File: src/rtl/core/plas_div.sv
module plas_div (
    input  logic        aclk,
    input  logic        aresetn,
    input  logic        start,
    input  logic [63:0] rem0,
    input  logic [31:0] num,
    input  logic [63:0] den,
    input  logic [4:0]  steps,
    output logic        done,
    output logic [31:0] quot
);
    logic        busy_reg;
    logic        done_reg;
    logic [4:0]  cnt_reg;
    logic [63:0] r_reg;
    logic [31:0] n_reg;
    logic [63:0] d_reg;
    logic [31:0] q_reg;

    logic [64:0] r2;
    logic [64:0] rdiff;
    logic        ge;

    always_comb begin
        r2    = {r_reg, n_reg[31]};
        rdiff = r2 - {1'b0, d_reg};
        ge    = r2 >= {1'b0, d_reg};
    end

    always_ff @(posedge aclk) begin
        if (!aresetn) begin
            busy_reg <= 1'b0;
            done_reg <= 1'b0;
        end else begin
            done_reg <= 1'b0;
            if (start) begin
                busy_reg <= 1'b1;
            end else if (busy_reg && cnt_reg == 5'd0) begin
                busy_reg <= 1'b0;
                done_reg <= 1'b1;
            end
        end
    end

    always_ff @(posedge aclk) begin
        if (start) begin
            cnt_reg <= steps - 5'd1;
            r_reg   <= rem0;
            n_reg   <= num;
            d_reg   <= den;
            q_reg   <= '0;
        end else if (busy_reg) begin
            cnt_reg <= cnt_reg - 5'd1;
            n_reg   <= {n_reg[30:0], 1'b0};
            r_reg   <= ge ? rdiff[63:0] : r2[63:0];
            q_reg   <= {q_reg[30:0], ge};
        end
    end

    assign done = done_reg;
    assign quot = q_reg;

endmodule

File: config.mk
export PLATFORM = sky130hd
export DESIGN_NAME = plas_div
export DESIGN_NICKNAME = d
export VERILOG_FILES = /design/src/rtl/core/plas_div.sv
export SDC_FILE = /design/constraint.sdc
export NUM_CORES = 1
export LEC_CHECK = 0
export BUFFER_PORTS_ARGS = -buffer_cell sky130_fd_sc_hd__buf_2
export CAP_MARGIN = 20
export CORE_AREA = 3 3 166 200
export CTS_BUF_LIST = sky130_fd_sc_hd__clkbuf_8
export DETAILED_ROUTE_END_ITERATION = 7
export DIE_AREA = 0 0 169 203
export PLACE_DENSITY = 0.55
export SLEW_MARGIN = 20
export SYNTH_ARGS = -nofsm -noshare
export SYNTH_HDL_FRONTEND = slang
export SYNTH_SLANG_ARGS = --single-unit
File: constraint.sdc
create_clock -name aclk -period 7.7 [get_ports aclk]
set_clock_uncertainty 0.1 [all_clocks]
set_input_delay 1.54 -clock aclk [delete_from_list [all_inputs] [get_ports aclk]]
set_output_delay 1.54 -clock aclk [all_outputs]
set_load 0.02 [all_outputs]
Yosys cells after proc, flatten, opt, wreduce, memory -nomap -nowiden
Cells that the tools add are included.

Logic and storage cells: 27. Register bits after elaboration: 199. Output and inout port bits: 33.

Bitwise gates (word level): 1. Order comparisons: 1. Multiplexer cells: 10. $add $sub $neg: 3. Reduce and logical (&&, ||, !) cells: 5.

Operator list (count): 64-bit two-way mux (3); 65-bit by 64-bit >= comparator with 1-bit output (1); 32-bit two-way mux (2); 64-bit subtractor (1); 5-bit two-way mux (2); 5-bit by 1-bit subtractor with 5-bit output (second input constant) (2); 5-bit zero test (1); 2-bit nonzero test (2); 1-bit two-way mux (3); 2-bit OR reduction (1); 1-bit logical AND (1); 1-bit inverter (1).

Logic depth before layout (Yosys ltp)
Depth after elaboration: 4. Mapped depth: 15. Depth with buffers taken out: 14.

Worst setup path before layout
Ideal clock, no wire load.

Path kind: input -> register. Start: input start. End: register cnt_reg[0], enable pin. Path buffers: 2. Stages: 3. Data arrival time: 3.452 ns. Setup time: 0.417 ns. Slack: 3.732 ns. Cell sequence: buf_1 -> clkbuf_1 -> or2_2.

Longest elaborated chain between the ends: 1.

RTL lines: start: declaration (RTL line 4) `input logic start,`; 2-bit nonzero test (no line); end signal: assignment (RTL line 47) `cnt_reg <= steps - 5'd1;`; end signal: assignment (RTL line 53) `cnt_reg <= cnt_reg - 5'd1;`; end: declaration (RTL line 14) `logic [4:0] cnt_reg;`.

Every way passes these cells. A chain may end at the register's enable or synchronous reset.

Final worst setup path
Start: register r_reg[51]. End: register r_reg[4], data pin.

Longest elaborated chain between the ends: 4.

RTL lines: start: declaration (RTL line 15) `logic [63:0] r_reg;`; start signal: assignment (RTL line 48) `r_reg <= rem0;`; start signal: assignment (RTL line 55) `r_reg <= ge ? rdiff[63:0] : r2[63:0];`; 65-bit by 64-bit >= comparator with 1-bit output (RTL line 27) `ge = r2 >= {1'b0, d_reg};`; 64-bit two-way mux (RTL line 55); 64-bit two-way mux (RTL line 52) `end else if (busy_reg) begin`; 64-bit two-way mux (RTL line 46) `if (start) begin`.

Every way passes these cells. The select of a mux whose other input is x is not followed.

==> flow_summary.yaml <==
critical_path:
  crit_top_cell: "buf_4"
  cp_cell_sequence: "ha_1 -> a21o_1 -> o21bai_4 -> a2111oi_4 -> o31ai_1 -> a21oi_2 -> nand3_2 -> a21oi_4 -> buf_4 -> buf_4 -> nor2_1 -> a211oi_1 -> a21oi_1"
  critPathArrivalTime_ns: 4.23
  cp_top_family: "compound AO/OA/AOI/OAI gates"
  worstPathMaxFanout: 58
  crit_required_ns: 7.81
  reg2reg_from: "r_reg[51]"
  critPathBufInv: 2
  slowest_stage: "buf_4"
  worstSetupPathType: "reg2reg"
  critical_path.max_stage_delay_ns: 0.58
  cp-end-kind: "flop"
  critPathLaunch: "r_reg[51]"
  start_kind: "flop"
power:
  internal-power_mw: 2.34
  clockPowerShare_pct: 18.0
  p_leak_nw: 6.01
  finalPower_mw: 3.90
  power_frac_seq_pct: 37.2
  vdd_drop_max_uv: 115
  pwr-share-comb_pct: 44.8
  power_density_nw_per_um2: 277
  p_sw_mw: 1.56
  p_sw_share_pct: 40.0
floorplan:
  die_x_um: 169
  rows: 71
  coreArea_sq_um: 31400
  start_util_pct: 39.7
  die_area_sq_um: 34300
  io_pins: 201
  die_h_um: 203
flow_run:
  cap_viol_max_count: 0
clocking:
  clk_latency_ns: 0.50
  ctsHoldBuffers: 0
  cts-resized-gates: 0
  post_cts_buffers: 0
  cts-buffers-inserted: 17
  htree_levels: 4
  cts_tree: "built"
  clk_pin_slew_ns: 0.11
  cts.sinks: 199
  cts_root_buf: "clkbuf_8"
  cts_buffer_depth: 2
synth:
  ys_seq_area_share_pct: 45.2
  yosysWarnings: 0
  async_reset_ff_share_pct: 0
  synth_ff_type: "edfxtp_1"
  synth_area_sq_um: 12500
  synth_cells: 1255
  synth_cell_types: 78
  synth_fp_nets: 1489
  avgSynthCellArea_sq_um: 9.93
  synth-edff-count: 165
  ys_seq_elements: 199
place:
  hpwl_um: 23900
  pre_cts_ws_ns: 3.50
  portBuffers: 200
  globalplace.congestion: 0.903
route:
  routed_wl_um: 32300
  firstDrtPassIters: 5
  wire_per_inst_um: 17.7
  drt_iter0_drc: 536
  ant_nets: 0
  drc: 0
  num_vias: 9803
  via_per_inst: 5.36
global_routing:
  grt_use_total_pct: 18.7
  grt_pass1_wl_um: 51400
  overflow: 0
  grt_antenna_before_repair: 12
  grt_pass1_vias: 9854
  grt_max_degree: 93
timing:
  fin_ws_ns: 3.58
  max_freq_mhz: 242
  slew_violations: 0
  rsz0062_at_grt: "no"
  worst_pin_slew_ns: 1.01
  hold_violations: 0
  finalCritPeriodShare_pct: 53.6
  setup_viol: 0
  maxSlewHeadroom_pct: 33.0
  finalSetupTns_ns: 0
  fin_crit_ns: 4.12
worst_hold_path:
  hp-class: "reg2reg"
  min_from: "quot[0]"
layout:
  fin_util_pct: 44.9
  nets: 1644
  syn2layout_area_growth_pct: 13.0
  fillers: 3139
  drive_gt1_share_pct: 21.8
status:
  status: "complete, no violations"
## power groups by stage
stage | Clock, mW | Combinational [mW] | Sequential (mW)
2_1_floorplan | 0 | 1.37 | 1.44
3_5_place_dp | 0 | 1.73 | 1.47
3_3_place_gp | 0 | 1.73 | 1.47
6_report | 0.702 | 1.75 | 1.45
4_1_cts | 0.737 | 1.74 | 1.45
5_1_grt | 0.766 | 1.94 | 1.47
## cells in the mapped netlist (21+ instances only)
cell type / number / area [sq um]
o21a_1: 21 / 158
buf_2: 27 / 135
nand4_1: 31 / 194
a21o_1: 39 / 293
mux2i_1: 41 / 410
edfxtp_1: 165 / 4950
mux2_2: 40 / 450
nor2_1: 103 / 387
o21ai_0: 55 / 275
a211oi_1: 24 / 180
xnor2_1: 32 / 280
o21bai_1: 21 / 158
clkbuf_1: 27 / 101
a21oi_1: 126 / 631
nand2_1: 80 / 300
inv_1: 107 / 402
nor3_1: 21 / 105
xor2_1: 24 / 210
ha_1: 65 / 813
dfxtp_1: 34 / 681
## layout make-up
| type | instances | area, sq um | share of cell area (%) |
|---|---|---|---|
| inverter | 108 | 405 | 2.88 |
| clock buffer | 18 | 248 | 1.76 |
| timing repair buffer | 206 | 1050 | 7.49 |
| antenna | 4 | 10.0 | 0.0711 |
| tap | 401 | 502 | 3.56 |
| clock inverter | 14 | 144 | 1.02 |
| multi-input combinational | 878 | 6080 | 43.2 |
| sequential | 199 | 5640 | 40.0 |
## layout by cell type, fill, tap and decap left out, types with 18 or more instances in the layout
cell,synthesis,routed
xor2_1,24,24
inv_1,107,107
nand3_1,18,18
a21oi_1,126,126
ha_1,65,65
buf_2,27,199
mux2i_1,41,41
dfxtp_1,34,33
a21o_1,39,39
o21a_1,21,21
nor3_1,21,21
xnor2_1,32,32
o21ai_0,55,55
nand2_1,80,80
edfxtp_1,165,165
nand4_1,31,31
clkbuf_8,0,19
o21bai_1,21,21
nor2_1,103,103
mux2_2,40,40
a211oi_1,24,24
## tightest hold or removal path, stage by stage (launching register included)
cell	delay [ns]
dfxtp_1	0.34
nor2_1	0.08
a211oi_1	0.05
## final timing paths
check | end | slack [ns] | cells after the start
min reg2reg | quot[0] | 0.41 | 2
max | r_reg[4] | 3.58 | 13
min | quot[0] | 0.41 | 2
max reg2reg | r_reg[4] | 3.58 | 13
## kinds of logic after synthesis
logic type / Yosys count / synth area share (%)
xor gates and xnor gates: 56 / 3.94
buffers and inverters: 178 / 6.03
muxes: 82 / 7.00
and+or+nand+nor: 301 / 11.4
DFF: 199 / 45.2
AOI/OAI and AO/OA: 373 / 19.8
adders and majority gates: 66 / 6.69
## routing by layer
metal | wire length, um | up-vias | GRT usage (%) | part of all wire, %
met5 | 119 | - | 0 | 0.37
met4 | 792 | 18 | 6.06 | 2.4
met3 | 2260 | 61 | 6.04 | 7.0
met2 | 14900 | 256 | 29.9 | 46
met1 | 14300 | 4576 | 24.0 | 44
li1 | - | 4892 | - | -
## per-stage QoR
stage	std cells	cell area (sq um)	hold slack, ns
after floorplan	1255	12500	0.420
after global placement	1792	13700	0.374
after detailed placement	1792	13700	0.389
after CTS	1824	14100	0.414
after global routing	1825	14100	0.457
final	1828	14100	0.414
Note: power is estimated with default switching activity, not from simulation.
