$ cat src/rtl/core/plas_sqrt.sv
module plas_sqrt (
    input  logic        aclk,
    input  logic        aresetn,
    input  logic        start,
    input  logic [63:0] radicand,
    output logic        done,
    output logic [31:0] root
);
    logic        busy_reg;
    logic        done_reg;
    logic [4:0]  cnt_reg;
    logic [63:0] x_reg;
    logic [33:0] rem_reg;
    logic [31:0] root_reg;

    logic [35:0] rem_sh;
    logic [35:0] trial;
    logic [35:0] diff;
    logic        ge;

    always_comb begin
        rem_sh = {rem_reg, x_reg[63:62]};
        trial  = {2'b00, root_reg, 2'b01};
        diff   = rem_sh - trial;
        ge     = rem_sh >= trial;
    end

    always_ff @(posedge aclk) begin
        if (!aresetn) begin
            busy_reg <= 1'b0;
            done_reg <= 1'b0;
        end else begin
            done_reg <= 1'b0;
            if (start) begin
                busy_reg <= 1'b1;
            end else if (busy_reg && cnt_reg == 5'd0) begin
                busy_reg <= 1'b0;
                done_reg <= 1'b1;
            end
        end
    end

    always_ff @(posedge aclk) begin
        if (start) begin
            cnt_reg  <= 5'd31;
            x_reg    <= radicand;
            rem_reg  <= '0;
            root_reg <= '0;
        end else if (busy_reg) begin
            cnt_reg <= cnt_reg - 5'd1;
            x_reg   <= {x_reg[61:0], 2'b00};
            if (ge) begin
                rem_reg  <= diff[33:0];
                root_reg <= {root_reg[30:0], 1'b1};
            end else begin
                rem_reg  <= rem_sh[33:0];
                root_reg <= {root_reg[30:0], 1'b0};
            end
        end
    end

    assign done = done_reg;
    assign root = root_reg;

endmodule

$ cat config.mk
export PLATFORM = sky130hd
export DESIGN_NAME = plas_sqrt
export DESIGN_NICKNAME = d
export VERILOG_FILES = /design/src/rtl/core/plas_sqrt.sv
export SDC_FILE = /design/constraint.sdc
export NUM_CORES = 1
export LEC_CHECK = 0
export CORE_ASPECT_RATIO = 1.1
export CORE_UTILIZATION = 64
export CTS_CLUSTER_SIZE = 40
export DETAILED_ROUTE_END_ITERATION = 7
export DONT_BUFFER_PORTS = 1
export GPL_TIMING_DRIVEN = 0
export PLACE_DENSITY = 0.79
export SLEW_MARGIN = 10
export SYNTH_ARGS = -nofsm -noshare
export SYNTH_HDL_FRONTEND = slang
export SYNTH_SLANG_ARGS = --single-unit
$ cat constraint.sdc
create_clock -name aclk -period 2.9 [get_ports aclk]
set_input_delay 0.29 -clock aclk [delete_from_list [all_inputs] [get_ports aclk]]
set_output_delay 0.29 -clock aclk [all_outputs]
set_load 0.03 [all_outputs]
* Word level (Yosys, flattened, before mapping) *
Index checks and enable logic that the tools add are counted.

word-level totals
  bits in registers = 137
  latch bits = 0
  RAM bits = 0
  bits in read-only memories = 0
  input bits = 67
  output and inout port bits = 33
  memories = 0

operators by class
  $add $sub $neg = 2
  multiply operators = 0
  div/mod/pow operators = 0
  order comparisons = 1
  equal/unequal tests = 0
  shifts and indexed selects = 0
  multiplexer cells = 7
  bitwise operators = 1
  reductions and logical operators = 5

operators with widths
  operator                                                            count
  64-bit two-way mux                                                  2
  36-bit by 34-bit greater-or-equal comparator with 1-bit output      1
  34-bit two-way mux                                                  1
  34-bit subtractor                                                   1
  5-bit logical NOT                                                   1
  5-bit by 1-bit subtractor with 5-bit output, second input constant  1
  1-bit two-way mux                                                   4
  2-bit nonzero test                                                  2
  2-bit OR reduction                                                  1
  1-bit logical AND                                                   1
  1-bit NOT                                                           1

* Logic depth before layout (Yosys ltp) *
  depth after elaboration = 4
  gate-level depth with buffers = 12

* Worst setup path before layout *
No wires, ideal clock.

  path kind = register to register
  start point = reg root_reg[15], in the netlist root[15]
  end point = reg rem_reg[27]
  library setup time = 188 ps
  arrival time = 2588 ps
  required time = 2712 ps
  slack = 124 ps
  cell stages (with the launch flop) = 12
  clock period less this slack = 2776 ps
  path through = dfxtp_1 -> inv_1 -> ha_1 -> a21oi_1 -> o21bai_1 -> a221oi_2 -> o211ai_2 -> o211ai_2 -> nand2_2 -> buf_2 -> mux2i_1 -> o22ai_1

on the way
  word-level cells in the longest chain between the ends = 2
  elaborated cells between the ends (all ways) = 3
  classes of those cells = add/sub (1); order compare (1); mux (1)

RTL lines
  element                                                                                                     line    source
  from (decl)                                                                                                 14      logic [31:0] root_reg;
  from (signal assigned)                                                                                      54      root_reg <= {root_reg[30:0], 1'b1};
  from (signal assigned)                                                                                      57      root_reg <= {root_reg[30:0], 1'b0};
  34-bit subtractor / 36-bit by 34-bit greater-or-equal comparator with 1-bit output (equally long branches)  24, 25
  34-bit two-way mux (*)                                                                                      52      if (ge) begin
  to (signal assigned)                                                                                        53      rem_reg <= diff[33:0];
  to (signal assigned)                                                                                        56      rem_reg <= rem_sh[33:0];
  to (decl)                                                                                                   13      logic [33:0] rem_reg;

Every way passes the cells marked *; elsewhere a longest branch is shown, timed or not.
A chain may end at the register's enable or synchronous reset.

* Final worst setup path *
  start point = reg root_reg[8], in the netlist root[8]
  end point = reg rem_reg[13]

Same word-level chain as after synthesis.

==> results.json <==
{
  "die_y_um": 116,
  "seqPwrFrac_pct": 22.1,
  "worst_ep_arrival_time_ns": 3.17,
  "gp_congestion": 0.916,
  "synth_area_leaders": "edfxtp_1 (26%), dfxtp_1 (19%), mux2_2 (9.4%)",
  "skew_ns": 0.0125,
  "cts_tree": "built",
  "vias_per_cell": 6.31,
  "critPathBufInv": 1,
  "finalCoreUtilization_pct": 76.0,
  "synth_nets": 836,
  "wire_per_inst_um": 19.9,
  "power_mw": 11.5,
  "worst_pin_slew_ns": 0.826,
  "hold_violations": 0,
  "synth_common_cells": "dfxtp_1 (73), nor2_1 (68), edfxtp_1 (64)",
  "clk_pin_slew_ns": 0.06,
  "core_area_um2": 11400,
  "clkSinkCount": 137,
  "regArea_um2": 3460,
  "yosysTopAreaCell": "edfxtp_1",
  "io_pins": 100,
  "synthCells": 734,
  "io_buffers": 0,
  "cp-end-kind": "flop",
  "synth_top_area_share_pct": 25.6,
  "status": "finished clean",
  "p_leak_nw": 3.35,
  "synth_flop_cell": "dfxtp_1",
  "ant_nets": 0,
  "fill_cells": 751,
  "crit_chain": "inv_1 > ha_2 > nand4_1 > nor4_4 > o31ai_2 > o211ai_2 > o211a_4 > nor2_4 > or3b_1 > a311oi_1",
  "layout_setup_ws_ns": 0.0672,
  "grt_pass1_wl_um": 28100,
  "synth_cell_types": 66,
  "cts_buffers": 17,
  "dpl.hpwl_um": 12500,
  "drv_cap": 0,
  "synth-edff-count": 64,
  "cp.required_ns": 3.24,
  "seq_area_frac_synth_pct": 45.0,
  "final_cells": 924,
  "drc": 0,
  "wirelength_um": 18300,
  "numPlacedInstances": 885,
  "die_w_um": 105,
  "setup_viol": 0,
  "startpoint_type": "flop",
  "swShare_pct": 42.9,
  "grt_overflow": 0,
  "grtUsageTotal_pct": 30.0,
  "die_area_um2": 12200,
  "cp_max_fo": 8,
  "diodes": 0,
  "ys_ff_latch": 137,
  "ir_drop_v": 0.000866,
  "grt_max_degree": 46,
  "power.share.clock_pct": 20.6,
  "power.switching_mw": 4.93,
  "largest_reg_flops": 64,
  "path_class": "reg2reg",
  "min_period_ns": 2.83,
  "drt_pre_antenna_iters": 5,
  "clk_path_buf_depth": 2,
  "htreeDepth": 4,
  "hold_class": "in2reg",
  "syn_to_final_growth_pct": 15.7,
  "post-route-period-util_pct": 97.7,
  "max_freq_ghz": 0.353,
  "clock_latency_ns": 0.44,
  "initial_utilization_pct": 65.7,
  "multi_input_area_um2": 3960,
  "p_comb_share_pct": 57.3,
  "grt_antenna_before_repair": 0,
  "cts_root_buf": "clkbuf_16",
  "synth-async-reset-ratio_pct": 0,
  "syn_avg_cell_area_um2": 10.2,
  "worst_hold_slack_ns": 0.0193,
  "yosysMostFrequentCell": "dfxtp_1",
  "slew_headroom_pct": 44.8,
  "rows": 41,
  "grt_pass1_vias": 5858,
  "drive_gt1_share_pct": 24.3,
  "cpPeakStageDelay_ns": 0.41,
  "dp_slack_ns": -0.473,
  "power.density_nw_per_um2": 1320,
  "drt-initial-drc-count": 501,
  "synth_warnings": 0,
  "crit_family": "simple AND/OR/NAND/NOR gates",
  "slew_violations": 0,
  "internal_power_mw": 6.56,
  "final_net_count": 863,
  "crit_slowest_cell": "dfxtp_4",
  "syn-cell-area_um2": 7520,
  "via_count": 5834
}
-- stage by stage --
| stage | instance area, um2 | setup TNS [ns] |
|---|---|---|
| 6_report | 8700 | 0 |
| 3_5_place_dp | 7720 | -9.62 |
| 3_3_place_gp | 7700 | -17.79 |
| 4_1_cts | 8460 | 0 |
| 2_1_floorplan | 7520 | 0 |
| 5_1_grt | 8700 | -0.0357 |
-- path summary, 6_finish.rpt --
| check | from | endpoint | slack, ns | cells after the start |
|---|---|---|---|---|
| worst max register to register | root[8]$_SDFFE_PP0P_ | rem_reg[13]$_SDFFE_PP0P_ | 0.07 | 10 |
| worst max-delay path | root[8]$_SDFFE_PP0P_ | rem_reg[13]$_SDFFE_PP0P_ | 0.07 | 10 |
| worst min-delay path | aresetn | busy_reg$_SDFFE_PN0P_ | 0.02 | 1 |
| worst min register to register | rem_reg[2]$_SDFFE_PP0P_ | rem_reg[2]$_SDFFE_PP0P_ | 0.49 | 2 |
-- logic make-up (layout without fill, tap and decap cells) --
family                     after synthesis  in the layout  synth area share (%)
xor gates and xnor gates                29             29                  3.38
buffers and inverters                   85            124                  4.51
AOI/OAI and AO/OA                      162            162                  15.0
muxes                                  100            100                  14.4
adders and majority gates               35             35                  5.83
DFF                                    137            137                  45.0
and+or+nand+nor                        186            187                  11.9
-- per-layer routing --
| layer | wire length (um) | up-vias | global-route usage, % |
|---|---|---|---|
| met5 | 0 | - | 0 |
| met4 | 654 | 0 | 18.0 |
| met3 | 1510 | 58 | 8.55 |
| met2 | 9040 | 241 | 50.4 |
| met1 | 7140 | 2801 | 34.5 |
| li1 | - | 2734 | - |
-- cell type report --
cell class	count	share of cell area, %
inverter	49	2.11
sequential	137	39.8
clock buffer	17	4.89
clock inverter	15	2.43
multi-input combinational	513	45.5
buffer	32	1.74
timing repair buffer	11	1.32
tap	150	2.16
-- power by group through the flow --
stage          combinational (mW)  clock (mW)  sequential, mW
2_1_floorplan                4.27           0            2.50
3_3_place_gp                 5.31           0            2.56
3_5_place_dp                 5.43           0            2.57
4_1_cts                      5.71        2.38            2.54
5_1_grt                      7.03        2.44            2.56
6_report                     6.58        2.36            2.54
-- cells in the final DEF, fill, tap and decap left out, types with 4 or more instances in the layout --
cell type,Yosys,routed
a211oi_1,8,5
a21boi_0,5,4
a21o_1,16,16
a21oi_1,40,35
a21oi_2,0,4
a311oi_1,15,10
a311oi_2,0,5
a31oi_1,4,4
a32oi_1,7,7
buf_2,7,4
buf_4,1,12
bufinv_16,0,4
clkbuf_1,24,20
clkbuf_16,0,18
dfxtp_1,73,44
dfxtp_2,0,11
dfxtp_4,0,18
edfxtp_1,64,64
ha_1,35,26
ha_2,0,8
inv_1,48,47
inv_6,0,5
mux2_2,63,63
mux2i_1,37,37
nand2_1,54,53
nand2b_1,7,7
nand3_1,9,8
nand4_1,9,9
nor2_1,68,68
nor3_1,12,12
nor4_1,4,4
o211ai_1,6,6
o21a_1,5,4
o21ai_0,24,22
o21bai_1,6,6
xnor2_1,20,20
xor2_1,9,9
-- repair_timing --
item | CTS | global route
endpoints found under the hold margin | 1 | 0
endpoints found under the setup margin | 34 | 31
gates resized for setup | 36 | 55
gates cloned | 0 | 2
setup buffers | 2 | 6
hold buffers | 1 | 0
pin swaps | 3 | 7
Power figures use the tool's default switching activity.
